[config.mk]
export PLATFORM = sky130hd
export DESIGN_NAME = wav_header_parser_top
export DESIGN_NICKNAME = d
export VERILOG_FILES = /design/src/rtl/core/wavhp_pkg.sv /design/src/rtl/core/wavhp_front.sv /design/src/rtl/core/wavhp_fifo.sv /design/src/rtl/core/wavhp_back.sv /design/src/rtl/core/wav_header_parser_top.sv
export VERILOG_INCLUDE_DIRS = /design/src /design/src/rtl/core
export SDC_FILE = /design/constraint.sdc
export NUM_CORES = 2
export LEC_CHECK = 0
export ABC_AREA = 1
export BUFFER_PORTS_ARGS = -buffer_cell sky130_fd_sc_hd__buf_2
export CORE_UTILIZATION = 55
export CTS_BUF_LIST = sky130_fd_sc_hd__clkbuf_8 sky130_fd_sc_hd__clkbuf_16
export CTS_CLUSTER_SIZE = 12
export DETAILED_ROUTE_END_ITERATION = 10
export PLACE_DENSITY = 0.77
export SLEW_MARGIN = 25
export SYNTH_ARGS = -nofsm -noshare
export SYNTH_HDL_FRONTEND = slang
export SYNTH_SLANG_ARGS = --single-unit
[constraint.sdc]
create_clock -name clk -period 13.8 [get_ports clk]
set_input_delay 0.69 -clock clk [delete_from_list [all_inputs] [get_ports clk]]
set_output_delay 0.69 -clock clk [all_outputs]
set_load 0.02 [all_outputs]
[src/rtl/core/wav_header_parser_top_assert.svh]
// Assertion macros shared by the wav header parser RTL.
// No dependencies; included inside module bodies.
`ifndef WAV_HEADER_PARSER_TOP_ASSERT_SVH
`define WAV_HEADER_PARSER_TOP_ASSERT_SVH

// Same-cycle implication, disabled while reset is asserted.
`define WAVHP_ASSERT_IMP(lbl, ck, rn, ante, cons, msg) \
	lbl: assert property (@(posedge ck) disable iff (!(rn)) (ante) |-> (cons)) else $error(msg);

// Next-cycle implication, disabled while reset is asserted.
`define WAVHP_ASSERT_NXT(lbl, ck, rn, ante, cons, msg) \
	lbl: assert property (@(posedge ck) disable iff (!(rn)) (ante) |=> (cons)) else $error(msg);

`endif

[src/rtl/core/wavhp_pkg.sv]
// Package for the wav header parser: constants, codes and payload structs.
// No dependencies.
package wavhp_pkg;

	localparam int HDR_MAX_LEN_DEF = 4096;

	localparam logic [31:0] TAG_RIFF  = 32'h5249_4646;
	localparam logic [31:0] TAG_WAVE  = 32'h5741_5645;
	localparam logic [31:0] TAG_FMT   = 32'h666D_7420;
	localparam logic [31:0] TAG_DATA  = 32'h6461_7461;
	localparam logic [31:0] BIG_CHUNK = 32'h0100_0000;
	localparam logic [31:0] MIN_HDR   = 32'd44;
	localparam logic [15:0] FMT_PCM   = 16'h0001;
	localparam logic [15:0] FMT_ALAW  = 16'h0006;
	localparam logic [15:0] FMT_MULAW = 16'h0007;
	localparam logic [9:0]  MS_PER_S  = 10'd1000;

	localparam logic [2:0] ST_OK      = 3'd0;
	localparam logic [2:0] ST_BAD_RIFF = 3'd1;
	localparam logic [2:0] ST_BAD_FMT = 3'd2;
	localparam logic [2:0] ST_UNSUP   = 3'd3;
	localparam logic [2:0] ST_SHORT   = 3'd4;

	localparam logic [1:0] CODEC_PCM   = 2'd0;
	localparam logic [1:0] CODEC_ALAW  = 2'd1;
	localparam logic [1:0] CODEC_MULAW = 2'd2;

	localparam logic [1:0] TAGS_RIFF_BIT = 2'b01;
	localparam logic [1:0] TAGS_FMT_BIT  = 2'b10;

	// dividend is data_length*1000, at most 42 bits
	localparam int DVD_W = 42;

	typedef struct packed {
		logic [7:0] header_byte;
		logic       last_byte;
	} in_t;

	typedef struct packed {
		logic [2:0]  status;
		logic [1:0]  codec;
		logic [15:0] channels;
		logic [31:0] samp_rate;
		logic [15:0] samp_bits;
		logic [15:0] frame_align;
		logic [31:0] bytes_per_second;
		logic [31:0] data_start;
		logic [31:0] data_length;
		logic [31:0] duration_ms;
	} out_t;

	// header summary handed from front to back
	typedef struct packed {
		logic        short_hdr;
		logic [1:0]  tags_ok;
		logic [15:0] format_code;
		logic [15:0] chan;
		logic [31:0] rate;
		logic [15:0] bits;
		logic [31:0] fallback_size;
		logic        found_data;
		logic [31:0] found_offset;
		logic [31:0] found_size;
	} snap_t;

	typedef enum logic [2:0] {
		B_IDLE,
		B_ALIGN,
		B_BPS,
		B_LEN,
		B_MUL,
		B_DIV,
		B_DONE
	} back_state_t;

endpackage

[src/rtl/core/wavhp_front.sv]
// Front end: consumes header bytes, tracks tags, fields and the chunk walk.
// Depends on wavhp_pkg; emits one snap_t per header on the final byte.
module wavhp_front #(
	parameter int HEADER_MAX_LEN = wavhp_pkg::HDR_MAX_LEN_DEF
) (
	input  logic             clk,
	input  logic             arst_n,
	input  logic             take,
	input  wavhp_pkg::in_t   item,
	output logic             snap_push,
	output wavhp_pkg::snap_t snap
);
	import wavhp_pkg::*;

	localparam int IW = $clog2(HEADER_MAX_LEN + 1);

	logic [IW-1:0] idx_q;
	logic [31:0]   tag_q, size_q, next_q;
	logic [1:0]    tags_q;
	logic [15:0]   fmt_q, chan_q, bits_q;
	logic [31:0]   rate_q, fallback_q, foff_q, fsize_q;
	logic          found_q, stop_q;

	logic [IW-1:0] idx_n;
	logic [31:0]   tag_n, size_n, next_n;
	logic [1:0]    tags_n;
	logic [15:0]   fmt_n, chan_n, bits_n;
	logic [31:0]   rate_n, fallback_n, foff_n, fsize_n;
	logic          found_n, stop_n;

	logic          parse, walking, in_size, at_end;
	logic [32:0]   idx_x, base_x;
	logic [33:0]   t1, t1p, t2, t2p;

	always_comb begin
		parse   = idx_q < IW'(HEADER_MAX_LEN);
		idx_x   = 33'(idx_q);
		base_x  = {1'b0, next_q};
		walking = parse && (idx_q >= IW'(20)) && !found_q && !stop_q;
		in_size = walking && (idx_x >= base_x + 33'd4) && (idx_x <= base_x + 33'd7);
		at_end  = walking && (idx_x == base_x + 33'd7);

		idx_n = parse ? idx_q + IW'(1) : idx_q;
		tag_n = tag_q;
		size_n = size_q;
		next_n = next_q;
		tags_n = tags_q;
		fmt_n = fmt_q;
		chan_n = chan_q;
		bits_n = bits_q;
		rate_n = rate_q;
		fallback_n = fallback_q;
		foff_n = foff_q;
		fsize_n = fsize_q;
		found_n = found_q;
		stop_n = stop_q;

		if (parse) begin
			if (!in_size) begin
				tag_n = {tag_q[23:0], item.header_byte};
			end
			size_n = {item.header_byte, size_q[31:8]};
		end

		// fmt chunk ends at 20 + its size, padded to even
		t1  = 34'd20 + 34'(size_n);
		t1p = t1 + 34'(t1[0]);
		t2  = {2'b00, next_q} + 34'd8 + 34'(size_n);
		t2p = t2 + 34'(t2[0]);

		if (parse) begin
			if (idx_q == IW'(3)) begin
				tags_n = (tag_n == TAG_RIFF) ? TAGS_RIFF_BIT : 2'b00;
			end
			if (idx_q == IW'(11) && tag_n != TAG_WAVE) begin
				tags_n = tags_q & TAGS_FMT_BIT;
			end
			if (idx_q == IW'(15) && tag_n == TAG_FMT) begin
				tags_n = tags_q | TAGS_FMT_BIT;
			end
			if (idx_q == IW'(19)) begin
				if (t1p[33:32] != 2'b00) stop_n = 1'b1;
				else next_n = t1p[31:0];
			end
			if (idx_q == IW'(21)) fmt_n = size_n[31:16];
			if (idx_q == IW'(23)) chan_n = size_n[31:16];
			if (idx_q == IW'(27)) rate_n = size_n;
			if (idx_q == IW'(35)) bits_n = size_n[31:16];
			if (idx_q == IW'(43)) fallback_n = size_n;
		end

		if (at_end) begin
			if (tag_n == TAG_DATA) begin
				found_n = 1'b1;
				foff_n  = next_q + 32'd8;
				fsize_n = size_n;
			end else if (size_n > BIG_CHUNK || t2p[33:32] != 2'b00) begin
				stop_n = 1'b1;
			end else begin
				next_n = t2p[31:0];
			end
		end

		snap_push = take && item.last_byte;
		snap.short_hdr     = 32'(idx_n) < MIN_HDR;
		snap.tags_ok       = tags_n;
		snap.format_code   = fmt_n;
		snap.chan          = chan_n;
		snap.rate          = rate_n;
		snap.bits          = bits_n;
		snap.fallback_size = fallback_n;
		snap.found_data    = found_n;
		snap.found_offset  = foff_n;
		snap.found_size    = fsize_n;
	end

	always_ff @(posedge clk or negedge arst_n) begin
		if (!arst_n) begin
			idx_q <= '0; tag_q <= '0; size_q <= '0; next_q <= '0; tags_q <= '0;
			fmt_q <= '0; chan_q <= '0; bits_q <= '0; rate_q <= '0; fallback_q <= '0;
			foff_q <= '0; fsize_q <= '0; found_q <= 1'b0; stop_q <= 1'b0;
		end else if (take) begin
			if (item.last_byte) begin
				idx_q <= '0; tag_q <= '0; size_q <= '0; next_q <= '0; tags_q <= '0;
				fmt_q <= '0; chan_q <= '0; bits_q <= '0; rate_q <= '0; fallback_q <= '0;
				foff_q <= '0; fsize_q <= '0; found_q <= 1'b0; stop_q <= 1'b0;
			end else begin
				idx_q <= idx_n; tag_q <= tag_n; size_q <= size_n; next_q <= next_n;
				tags_q <= tags_n; fmt_q <= fmt_n; chan_q <= chan_n; bits_q <= bits_n;
				rate_q <= rate_n; fallback_q <= fallback_n; foff_q <= foff_n;
				fsize_q <= fsize_n; found_q <= found_n; stop_q <= stop_n;
			end
		end
	end

endmodule

[src/rtl/core/wavhp_fifo.sv]
// Two-entry queue of header summaries between front and back.
// Depends on wavhp_pkg and wav_header_parser_top_assert.svh.
module wavhp_fifo (
	input  logic             clk,
	input  logic             arst_n,
	input  logic             wr,
	input  wavhp_pkg::snap_t wdata,
	input  logic             rd,
	output wavhp_pkg::snap_t rdata,
	output logic             fifo_full,
	output logic             fifo_empty
);
	import wavhp_pkg::*;
	`include "wav_header_parser_top_assert.svh"

	snap_t      mem_q [2];
	logic       wptr_q, rptr_q;
	logic [1:0] cnt_q;

	assign fifo_full  = cnt_q == 2'd2;
	assign fifo_empty = cnt_q == 2'd0;
	assign rdata      = mem_q[rptr_q];

	always_ff @(posedge clk) begin
		if (wr) begin
			mem_q[wptr_q] <= wdata;
		end
	end

	always_ff @(posedge clk or negedge arst_n) begin
		if (!arst_n) begin
			wptr_q <= 1'b0;
			rptr_q <= 1'b0;
			cnt_q  <= 2'd0;
		end else begin
			if (wr) wptr_q <= !wptr_q;
			if (rd) rptr_q <= !rptr_q;
			cnt_q <= cnt_q + 2'(wr) - 2'(rd);
		end
	end

	`WAVHP_ASSERT_IMP(a_cnt_bound, clk, arst_n, 1'b1, cnt_q <= 2'd2, "fifo count overflow")
	`WAVHP_ASSERT_IMP(a_no_wr_full, clk, arst_n, wr, !fifo_full, "write into full fifo")
	`WAVHP_ASSERT_IMP(a_no_rd_empty, clk, arst_n, rd, !fifo_empty, "read from empty fifo")

endmodule

[src/rtl/core/wavhp_back.sv]
// Back end: derives align, byte rate, size correction and duration.
// Depends on wavhp_pkg and wav_header_parser_top_assert.svh.
module wavhp_back (
	input  logic             clk,
	input  logic             arst_n,
	input  logic [31:0]      file_len,
	input  logic             snap_empty,
	input  wavhp_pkg::snap_t snap,
	output logic             snap_pop,
	output logic             empty,
	input  logic             pop,
	output wavhp_pkg::out_t  result
);
	import wavhp_pkg::*;
	`include "wav_header_parser_top_assert.svh"

	localparam int CW = $clog2(DVD_W);

	back_state_t state_q, state_n;

	logic [2:0]       status_q, status_c;
	logic [1:0]       codec_q, codec_c;
	logic [15:0]      chan_q, bits_q, align_q;
	logic [31:0]      rate_q, bps_q, start_q, len_q;
	logic             found_q;
	logic [31:0]      foff_q, fsize_q, fall_q;
	logic [DVD_W-1:0] dvd_q;
	logic [32:0]      rem_q;
	logic [CW-1:0]    cnt_q;
	out_t             out_q;
	logic             out_valid_q;

	logic [28:0]      align_p;
	logic [47:0]      bps_p;
	logic [31:0]      expected;
	logic [32:0]      rem_sh;
	logic             qbit;
	logic             load_out;

	always_comb begin
		if (snap.short_hdr) status_c = ST_SHORT;
		else if ((snap.tags_ok & TAGS_RIFF_BIT) == 2'b00) status_c = ST_BAD_RIFF;
		else if ((snap.tags_ok & TAGS_FMT_BIT) == 2'b00) status_c = ST_BAD_FMT;
		else if (snap.format_code == FMT_PCM || snap.format_code == FMT_ALAW ||
			snap.format_code == FMT_MULAW) status_c = ST_OK;
		else status_c = ST_UNSUP;
		if (snap.format_code == FMT_ALAW) codec_c = CODEC_ALAW;
		else if (snap.format_code == FMT_MULAW) codec_c = CODEC_MULAW;
		else codec_c = CODEC_PCM;
	end

	assign align_p  = chan_q * bits_q[15:3];
	assign bps_p    = rate_q * align_q;
	assign expected = file_len - start_q;
	assign rem_sh   = {rem_q[31:0], dvd_q[DVD_W-1]};
	assign qbit     = rem_sh >= {1'b0, bps_q};
	assign load_out = (state_q == B_DONE) && (!out_valid_q || pop);

	always_comb begin
		state_n  = state_q;
		snap_pop = 1'b0;
		case (state_q)
			B_IDLE: begin
				if (!snap_empty) begin
					snap_pop = 1'b1;
					state_n  = (status_c == ST_OK) ? B_ALIGN : B_DONE;
				end
			end
			B_ALIGN: state_n = B_BPS;
			B_BPS:   state_n = B_LEN;
			B_LEN:   state_n = B_MUL;
			B_MUL:   state_n = (bps_q == '0 || len_q == '0) ? B_DONE : B_DIV;
			B_DIV: begin
				if (cnt_q == CW'(DVD_W - 1)) state_n = B_DONE;
			end
			B_DONE: begin
				if (load_out) state_n = B_IDLE;
			end
			default: state_n = B_IDLE;
		endcase
	end

	always_ff @(posedge clk or negedge arst_n) begin
		if (!arst_n) state_q <= B_IDLE;
		else state_q <= state_n;
	end

	always_ff @(posedge clk) begin
		case (state_q)
			B_IDLE: begin
				status_q <= status_c;
				codec_q  <= (status_c == ST_OK) ? codec_c : CODEC_PCM;
				chan_q   <= (status_c == ST_OK) ? snap.chan : '0;
				rate_q   <= (status_c == ST_OK) ? snap.rate : '0;
				bits_q   <= (status_c == ST_OK) ? snap.bits : '0;
				found_q  <= snap.found_data;
				foff_q   <= snap.found_offset;
				fsize_q  <= snap.found_size;
				fall_q   <= snap.fallback_size;
				align_q  <= '0;
				bps_q    <= '0;
				start_q  <= '0;
				len_q    <= '0;
				dvd_q    <= '0;
			end
			B_ALIGN: align_q <= (align_p[15:0] == '0) ? 16'd1 : align_p[15:0];
			B_BPS: begin
				bps_q   <= bps_p[31:0];
				start_q <= found_q ? foff_q : MIN_HDR;
				len_q   <= found_q ? fsize_q : fall_q;
			end
			B_LEN: begin
				// repair a wrapped size against the known file length
				if (file_len > start_q && (len_q == '0 || len_q > expected ||
					len_q < (expected >> 1))) begin
					len_q <= expected;
				end
			end
			B_MUL: begin
				// duration stays zero when the byte rate is zero
				dvd_q <= (bps_q == '0) ? '0 : DVD_W'(len_q) * DVD_W'(MS_PER_S);
				rem_q <= '0;
				cnt_q <= '0;
			end
			B_DIV: begin
				rem_q <= qbit ? rem_sh - {1'b0, bps_q} : rem_sh;
				dvd_q <= {dvd_q[DVD_W-2:0], qbit};
				cnt_q <= cnt_q + CW'(1);
			end
			default: ;
		endcase
	end

	always_ff @(posedge clk) begin
		if (load_out) begin
			out_q.status           <= status_q;
			out_q.codec            <= codec_q;
			out_q.channels         <= chan_q;
			out_q.samp_rate        <= rate_q;
			out_q.samp_bits        <= bits_q;
			out_q.frame_align      <= align_q;
			out_q.bytes_per_second <= bps_q;
			out_q.data_start       <= start_q;
			out_q.data_length      <= len_q;
			out_q.duration_ms      <= dvd_q[31:0];
		end
	end

	always_ff @(posedge clk or negedge arst_n) begin
		if (!arst_n) out_valid_q <= 1'b0;
		else if (load_out) out_valid_q <= 1'b1;
		else if (pop) out_valid_q <= 1'b0;
	end

	assign empty  = !out_valid_q;
	assign result = out_q;

	`WAVHP_ASSERT_NXT(a_div_end, clk, arst_n,
		state_q == B_DIV && cnt_q == CW'(DVD_W - 1), state_q == B_DONE, "divider overran")
	`WAVHP_ASSERT_IMP(a_align_nz, clk, arst_n,
		out_valid_q && out_q.status == ST_OK, out_q.frame_align != '0, "zero frame align")
	`WAVHP_ASSERT_IMP(a_fail_zero, clk, arst_n,
		out_valid_q && out_q.status != ST_OK, out_q.data_length == '0, "failed header has size")

endmodule

[src/rtl/core/wav_header_parser_top.sv]
// Flow: a good header runs the align, byte rate, size repair and multiply states, then the
// divider if data length and byte rate are nonzero; a failed header goes straight to output.
// Throughput: one header byte per cycle while the summary queue has room; the back end
// works on one header at a time, so a run of short headers may wait on it.
// Reset: arst_n asynchronous, active low; clears parse state, queue and the file length.
// Two header summaries may queue between front and back.
// Depends on wavhp_pkg, wavhp_front, wavhp_fifo and wavhp_back.
module wav_header_parser_top #(
	parameter int HEADER_MAX_LEN = wavhp_pkg::HDR_MAX_LEN_DEF
) (
	input  logic            clk,
	input  logic            arst_n,
	// byte stream in
	input  logic            push,
	output logic            full,
	input  wavhp_pkg::in_t  item,
	// results out
	output logic            empty,
	input  logic            pop,
	output wavhp_pkg::out_t result,
	// configuration
	input  logic            psel,
	input  logic            penable,
	input  logic            pwrite,
	input  logic [2:0]      paddr,
	input  logic [31:0]     pwdata,
	output logic [31:0]     prdata,
	output logic            pready
);
	import wavhp_pkg::*;

	logic        take;
	logic        snap_push, snap_pop, snap_full, snap_empty;
	snap_t       snap_in, snap_out;
	logic [31:0] file_len_q;

	// file length register lives at byte address 0
	assign pready = 1'b1;
	assign prdata = (paddr == 3'd0) ? file_len_q : 32'd0;

	always_ff @(posedge clk or negedge arst_n) begin
		if (!arst_n) file_len_q <= '0;
		else if (psel && penable && pwrite && paddr == 3'd0) file_len_q <= pwdata;
	end

	// a byte is taken only while the summary queue has room
	assign full = snap_full;
	assign take = push && !full;

	wavhp_front #(
		.HEADER_MAX_LEN(HEADER_MAX_LEN)
	) u_front (
		.clk      (clk),
		.arst_n   (arst_n),
		.take     (take),
		.item     (item),
		.snap_push(snap_push),
		.snap     (snap_in)
	);

	wavhp_fifo u_fifo (
		.clk       (clk),
		.arst_n    (arst_n),
		.wr        (snap_push),
		.wdata     (snap_in),
		.rd        (snap_pop),
		.rdata     (snap_out),
		.fifo_full (snap_full),
		.fifo_empty(snap_empty)
	);

	// back end: align, byte rate, size repair, serial divide for duration
	wavhp_back u_back (
		.clk       (clk),
		.arst_n    (arst_n),
		.file_len  (file_len_q),
		.snap_empty(snap_empty),
		.snap      (snap_out),
		.snap_pop  (snap_pop),
		.empty     (empty),
		.pop       (pop),
		.result    (result)
	);

endmodule

## Word level (Yosys, flattened, before mapping)

Memories as Yosys holds them, arrays and structs flattened.
Index checks and enable logic that the tools add are counted.

| operators by class | value |
|---|---|
| $add $sub $neg | 14 |
| multipliers | 3 |
| $lt $le $gt $ge | 10 |
| eq/ne operators | 29 |
| muxes and demuxes | 83 |
| bitwise logic cells | 1 |
| reduce and logical (&&, ||, !) cells | 48 |

Operators with widths:

| kind | number |
|---|---|
| $mux W32 | 29 |
| $pmux W32 S2 | 3 |
| $mux W16 | 10 |
| $pmux W42 S3 | 1 |
| $eq A32 B31 Y1 const B | 3 |
| $pmux W32 S3 | 1 |
| $add A34 B1 Y34 | 2 |
| $add A32 B3 Y33 const B | 2 |
| $gt A32 B32 Y1 | 2 |
| $logic_not A32 Y1 | 2 |
| $sub A32 B32 Y32 | 2 |
| $eq A13 B5 Y1 const B | 4 |
| $mux W42 | 1 |
| $mul A32 B7 Y39 const B | 1 |
| $add A34 B32 Y34 | 1 |
| $add A32 B4 Y33 const B | 1 |
| $add A5 B32 Y33 const A | 1 |
| $eq A13 B33 Y1 | 1 |
| $ge A13 B33 Y1 | 1 |
| $ge A33 B32 Y1 | 1 |
| $le A13 B33 Y1 | 1 |
| $add A32 B4 Y32 const B | 1 |
| $eq A16 B3 Y1 const B | 2 |
| $gt A32 B25 Y1 const B | 1 |
| 41 further kinds | 114 |

| word-level totals | value |
|---|---|
| register bits | 900 |
| bits in writable memories | 360 |
| input port bits | 51 |
| output and inout port bits | 248 |
| word-level logic and storage cells | 236 |
| memories kept | 1 |

Memory list:

| name | words | bits a word | read ports | clocked after memory_dff | write ports | line | RTL |
|---|---|---|---|---|---|---|---|
| u_fifo.mem_q | 2 | 180 | 1 | 0 | 1 | wavhp_fifo.sv:16 | `snap_t mem_q [2];` |

## Longest topological paths before layout

| depth | value |
|---|---|
| depth after elaboration | 15 |
| mapped depth | 35 |
| gate-level depth less buffers | 33 |

## By module

Synthesis repeated with hierarchy kept, for this count alone.

| second synthesis, totals | value |
|---|---|
| cells, all modules | 9994 |
| area total of the unflattened synthesis | 86698.2 um2 |

Modules (own cells, without submodules):

| module | times used | cells an instance | area an instance (um2) | sequential area each (um2) |
|---|---|---|---|---|
| wavhp_back | 1 | 5342 | 48187.5 | 17246.5 |
| wavhp_front | 1 | 3468 | 22756.8 | 7231.9 |
| wavhp_fifo | 1 | 965 | 13950.9 | 10910.5 |
| wav_header_parser_top | 1 | 219 | 1803.0 | 800.8 |

## Least setup slack after synthesis

Ideal clock, no wire load.

| timing | value |
|---|---|
| path type | input-to-reg |
| start | input port pop |
| end | register u_back.out_q (netlist bit u_back.result[0]) (enable) |
| setup time | 0.789 ns |
| arrival time | 9.599 ns |
| data required time | 13.011 ns |
| path slack | 3.412 ns |
| cell stages on the path | 2 |
| path buffers | 0 |
| cell sequence | nor2_1 -> nor2_1 |

| on the way | value |
|---|---|
| longest elaborated chain between the ends | 2 |

RTL lines:

| what | line | RTL |
|---|---|---|
| from (decl) | wav_header_parser_top.sv:19 | `input logic pop,` |
| $logic_or A1 B1 Y1 | wavhp_back.sv:57 | `assign load_out = (state_q == B_DONE) && (!out_valid_q \|\| pop);` |
| $logic_and A1 B1 Y1 | wavhp_back.sv:57 |  |
| named net u_back.load_out | wavhp_back.sv:38 | `logic load_out;` |
| to (decl) | wavhp_back.sv:30 | `out_t out_q;` |

The timed path passes the listed nets, and every way through them passes these cells.
A chain may end at the register's enable or synchronous reset.

## Worst setup path in the final report

| timing | value |
|---|---|
| start | register u_front.idx_q[12] |
| end | register u_front.next_q[11] |

| on the way | value |
|---|---|
| longest elaborated chain between the ends | 12 |
| elaborated cells between the ends (all ways) | 31 |
| classes of those cells | add/sub (4); order compare (5); eq/ne (3); mux (10); reduce/logical (9) |

RTL lines:

| what | line | RTL |
|---|---|---|
| from (decl) | wavhp_front.sv:17 | `logic [IW-1:0] idx_q;` |
| from (signal assigned) | wavhp_front.sv:128 | `idx_q <= idx_n; tag_q <= tag_n; size_q <= size_n; next_q <= next_n;` |
| $lt A13 B13 Y1 / $ge A13 B5 Y1 (equally long branches) | wavhp_front.sv:36, wavhp_front.sv:39 |  |
| $mux W32 / $logic_and A1 B1 Y1 (equally long branches) | wavhp_front.sv:58, wavhp_front.sv:39 |  |
| $add A5 B32 Y33 / $logic_and A1 B1 Y1 (equally long branches) | wavhp_front.sv:66, wavhp_front.sv:39 |  |
| $add A34 B1 Y34 / $logic_and A1 B1 Y1 (equally long branches) | wavhp_front.sv:67, wavhp_front.sv:39 |  |
| $reduce_bool A2 Y1 / $logic_and A1 B1 Y1 (equally long branches) | wavhp_front.sv:82, wavhp_front.sv:40 |  |
| $mux W32 / $logic_and A1 B1 Y1 (equally long branches) | wavhp_front.sv:82, wavhp_front.sv:40 |  |
| $mux W32 (on tied branches) | wavhp_front.sv:81, wavhp_front.sv:59 |  |
| $mux W32 (on tied branches) | wavhp_front.sv:71, wavhp_front.sv:58 |  |
| $mux W32 / $eq A32 B31 Y1 (equally long branches) | wavhp_front.sv:97, wavhp_front.sv:93 |  |
| $mux W32 | wavhp_front.sv:93 | `if (tag_n == TAG_DATA) begin` |
| $mux W32 (*) | wavhp_front.sv:92 | `if (at_end) begin` |
| $mux W32 (*) | wavhp_front.sv:123 | `if (item.last_byte) begin` |
| to (signal assigned) | wavhp_front.sv:128 |  |
| to (decl) | wavhp_front.sv:18 | `logic [31:0] tag_q, size_q, next_q;` |

Every way passes the cells marked *; elsewhere a longest branch is shown, timed or not.

==> impl.org <==
** Critical path
- By startpoint and endpoint, the worst setup path is classified as register to register.
- Cell family contributing the most delay on the critical path :: simple AND/OR/NAND/NOR gates
- STA classifies the critical path startpoint as a register.
- Worst-case register-to-register setup slack :: 6.58 ns
- The most numerous cell type found on the critical path is nand2_1.
- Cell type of the slowest stage on the worst timing path :: nand3_1
- The worst register-to-register path begins at u_front.idx_q[12].
- Crit path max fanout :: 63
- For the worst flop-to-flop path, the logic depth is 27.
- Category of the worst setup path capture point :: register
- In this design, the stage delay of the slowest critical-path cell is 0.90 ns.
- Data required time of the critical path :: 14.53 ns
- Number of buffers and inverters on the critical path :: 5
- Capture point of the worst reg-to-reg path :: u_front.next_q[11]
- STA puts the critical path data arrival time at 7.96 ns.

** Logic synthesis
- Number of nets in the synthesized netlist :: 10.1k
- Dividing the synthesized area by the synthesized cell count gives 9.03 um^2.
- The synthesized netlist occupies a cell area of 82700 um^2.
- Yosys mapped a number of flops with a built-in enable equal to 931.
- Number of standard cells after synthesis :: 9158
- Yosys printed 0 warnings.
- Most used DFF post-synth :: edfxtp_1
- Post-synthesis cell type count :: 63
- Counting flops with an async set or reset pin after synthesis yields a share of 26.1%.
- For this run, the register share of the synthesized area comes to 43.8%.
- Flop and latch count out of synthesis :: 1260

** Clock tree
- Post-CTS repair changed the size of 0 cells.
- Total clock sinks :: 1260
- Clock-pin slew was measured on the worst setup and hold paths at 0.06 ns.
- Once the clock tree was built, the setup fixing pass inserted 0 buffers.
- At the later pin of the worst-skew pair, clock insertion delay measures 0.80 ns.
- H-tree depth reported by CTS :: 4
- Clock tree synthesis selected as its root buffer the cell clkbuf_16.
- Clock tree synthesis inserted a total of 138 buffers.
- The clock passes through at most 3 buffers.
- TritonCTS built the clock tree.

** STA
- In this run the tightest slew margin relative to its limit is 18.3%.
- For the pin with the worst max-slew slack, the measured transition is 1.22 ns.
- Unrepaired setup endpoints after global routing :: no
- The smallest clock period supported by the final layout is computed as 7.22 ns.
- After layout, the worst path uses 52.3% of the clock period.
- Worst Skew :: 0.0425 ns
- The number of hold violations in the final report came to 0.
- # setup viols final :: 0
- Adding up every negative setup slack in the final design gives 0 ns.
- Timing would allow up to 138 MHz.
- Count of final max-slew check failures :: 0

** Global routing
- Global routing finished with a remaining overflow of 0.
- Vias in the first global route :: 63.5k
- GRT Total Usage :: 30.5%
- Entering global routing, the biggest net connects 155 pins.
- The initial antenna violation count is 3.
- Wire length of the first global-routing pass :: 359000 um

** Detailed routing
- Detailed-routed wire length on met3 :: 18500 um
- After detailed routing, the number of remaining DRC violations is 0.
- In the final routed layout, each cell accounts on average for 20.2 um.
- Total detailed-routing wirelength :: 232000 um
- First-pass DRT Iterations :: 6
- In this run the remaining antenna-violating nets after routing total 0.
- In the routed layout, each cell is associated on average with a via count of 5.63.
- The detailed router finished its first iteration with 6475 violations.
- For this block, wires on met1 add up to 93800 um.
- Via count :: 64.4k
- The routed design uses 108000 um of met2 wire.
- Uppermost layer routed :: met5

** Final layout
- Layout Area Growth over Synthesis :: 9.44%
- Share of final-layout standard cells stronger than drive strength 1 :: 7.41%
- The layout has 12.4k filler cells.
- Final Cell Area :: 90500 um^2
- The final layout contains 10.3k nets.

** Hold path
- The startpoint identified for the worst hold timing path is pwdata[18].
- The min-delay analysis places its worst path in the category input pin to register.
- The path with the worst hold slack has its endpoint at file_len_q[18].
- Along the worst hold path, the cell count comes to 3.

** Placement
- DP Wirelength :: 167000 um
- Global placement routability congestion :: 1.01
- The count of buffers added on input and output ports is 297.
- Placement Cell Area :: 85900 um^2

** Run
- Max Cap Viol :: 0

** Floorplanning
- Die Span X :: 390 um
- Number of standard-cell rows in the floorplan :: 141
- The core region is 149000 um^2.
- Die Height :: 390 um
- Number of I/O pins :: 299
- Initial core utilization :: 55.7%
- The die covers 152000 um^2.

** Status
- Run status :: finished clean
## layer usage
layer / track usage, % / vias to the layer above
li1: - / 29600
met1: 41.5 / 31200
met2: 48.8 / 2971
met3: 4.24 / 544
met4: 14.1 / 4
met5: 0 / -
## metrics by stage
stage	hold slack [ns]	utilization [%]	setup slack (ns)	instances
2_1_floorplan	0.394	-	3.41	9158
3_3_place_gp	0.408	57.8	6.88	11200
3_5_place_dp	0.407	57.8	6.82	11200
4_1_cts	0.0601	60.9	6.81	11400
5_1_grt	0.0875	60.9	5.94	11400
6_report	0.0973	60.9	6.58	11400
## timing repair
action / in CTS / in global routing
hold endpoints to repair: 76 / 0
endpoints found under the setup margin: 0 / 0
hold buffers: 1 / 0
## flip-flops by register name, indices dropped and copies added (netlist names), 32 cells and up
| register | count |
|---|---|
| file_len_q | 32 |
| u_back.bps_q | 32 |
| u_back.dvd_q | 42 |
| u_back.fall_q | 32 |
| u_back.foff_q | 32 |
| u_back.fsize_q | 32 |
| u_back.len_q | 32 |
| u_back.rate_q | 32 |
| u_back.rem_q | 32 |
| u_back.result | 213 |
| u_back.start_q | 32 |
| u_fifo.mem_q | 360 |
| u_front.fallback_q | 32 |
| u_front.foff_q | 32 |
| u_front.fsize_q | 32 |
| u_front.next_q | 32 |
| u_front.rate_q | 32 |
| u_front.size_q | 32 |
| u_front.tag_q | 32 |
## cell usage in the layout (no fill, tap or decap), types with 15 or more instances in the layout
cell,n
o21a_1,22
nor3_1,73
nor2_1,615
a21boi_0,16
clkinv_1,16
o31ai_1,15
o21ai_0,321
nand3_1,230
o21ai_2,53
xnor2_1,90
ha_1,403
nand2_1,2404
nand4_1,119
nand2_2,16
a31oi_1,17
o22ai_1,99
xor2_1,182
dfrtp_1,327
edfxtp_1,931
a21oi_1,464
buf_4,69
inv_1,1628
nor2_2,21
nor4_1,39
buf_2,296
nor2_4,20
clkbuf_16,140
o21ai_1,58
fa_1,506
a22o_1,77
## synth_stat cells (all sizes together) (8+ instances only)
library cell  number  area, um^2
nand2           2422        9150
inv             1582        5940
edfxtp           931       28000
nor2             656        2590
fa               506       10100
a21oi            464        2320
o21ai            433        2360
ha               403        5040
dfrtp            329        8230
clkbuf           281        1060
nand3            234        1190
xor2             182        1590
nand4            119         744
o22ai             99         619
xnor2             90         788
a22o              77         674
nor3              74         370
buf               65         412
nor4              40         250
o21a              22         165
a31oi             17         106
a21boi            16         120
o31ai             15         113
o21bai            14         105
nand3b            13        97.6
clkinv             8        30.0
## cell families (layout without fill, tap and decap cells)
family | Yosys count | after routing | share of synthesized area (%)
AOI/OAI and AO/OA | 1200 | 1200 | 8.40
xor gates and xnor gates | 272 | 272 | 2.88
adders and majority gates | 909 | 909 | 18.3
buffers and inverters | 1936 | 2217 | 9.00
DFF | 1260 | 1260 | 43.8
muxes | 3 | 3 | 0.0363
other | 1 | 3 | 0.00454
and+or+nand+nor | 3577 | 3577 | 17.6
## layout make-up
type | instances | area, um^2 | share of cell area [%]
diodes | 2 | 5.00 | 0.00553
clock buffers | 153 | 3680 | 4.07
clock inverters | 102 | 855 | 0.944
inverters | 1590 | 5970 | 6.60
multi-input cells | 5962 | 39200 | 43.3
flip-flops and latches | 1260 | 36200 | 40.0
well taps | 2002 | 2500 | 2.77
repair buffers | 372 | 2110 | 2.33
## worst max-delay path by stage
stage / startpoint / endpoint / slack [ns] / cells after the start
5_1_grt: u_front.idx_q[12] / u_front.next_q[6] / 5.94 / 27
6_report: u_front.idx_q[12] / u_front.next_q[11] / 6.58 / 27
3_5_place_dp: u_front.next_q[2] / u_fifo.mem_q[0][46] / 6.82 / 27
3_3_place_gp: u_front.next_q[2] / u_fifo.mem_q[0][46] / 6.88 / 27
4_1_cts: u_front.next_q[2] / u_fifo.mem_q[1][46] / 6.81 / 27
2_1_floorplan: pop / u_back.result[0] / 3.41 / 2
## worst register-to-register path: cells and delay by family, from the launching register on
| family | cells | cell delay, ns |
|---|---|---|
| flops | 1 | 0.66 |
| xor+xnor | 1 | 0.38 |
| simple gates | 18 | 3.17 |
| compound gates | 1 | 0.38 |
| fa+ha+maj | 2 | 0.69 |
| buf+inv | 5 | 1.86 |
Power is left out: the tool's default activity adds up to more than one toggle a clock period on the data nets, which glitch-free logic cannot reach.
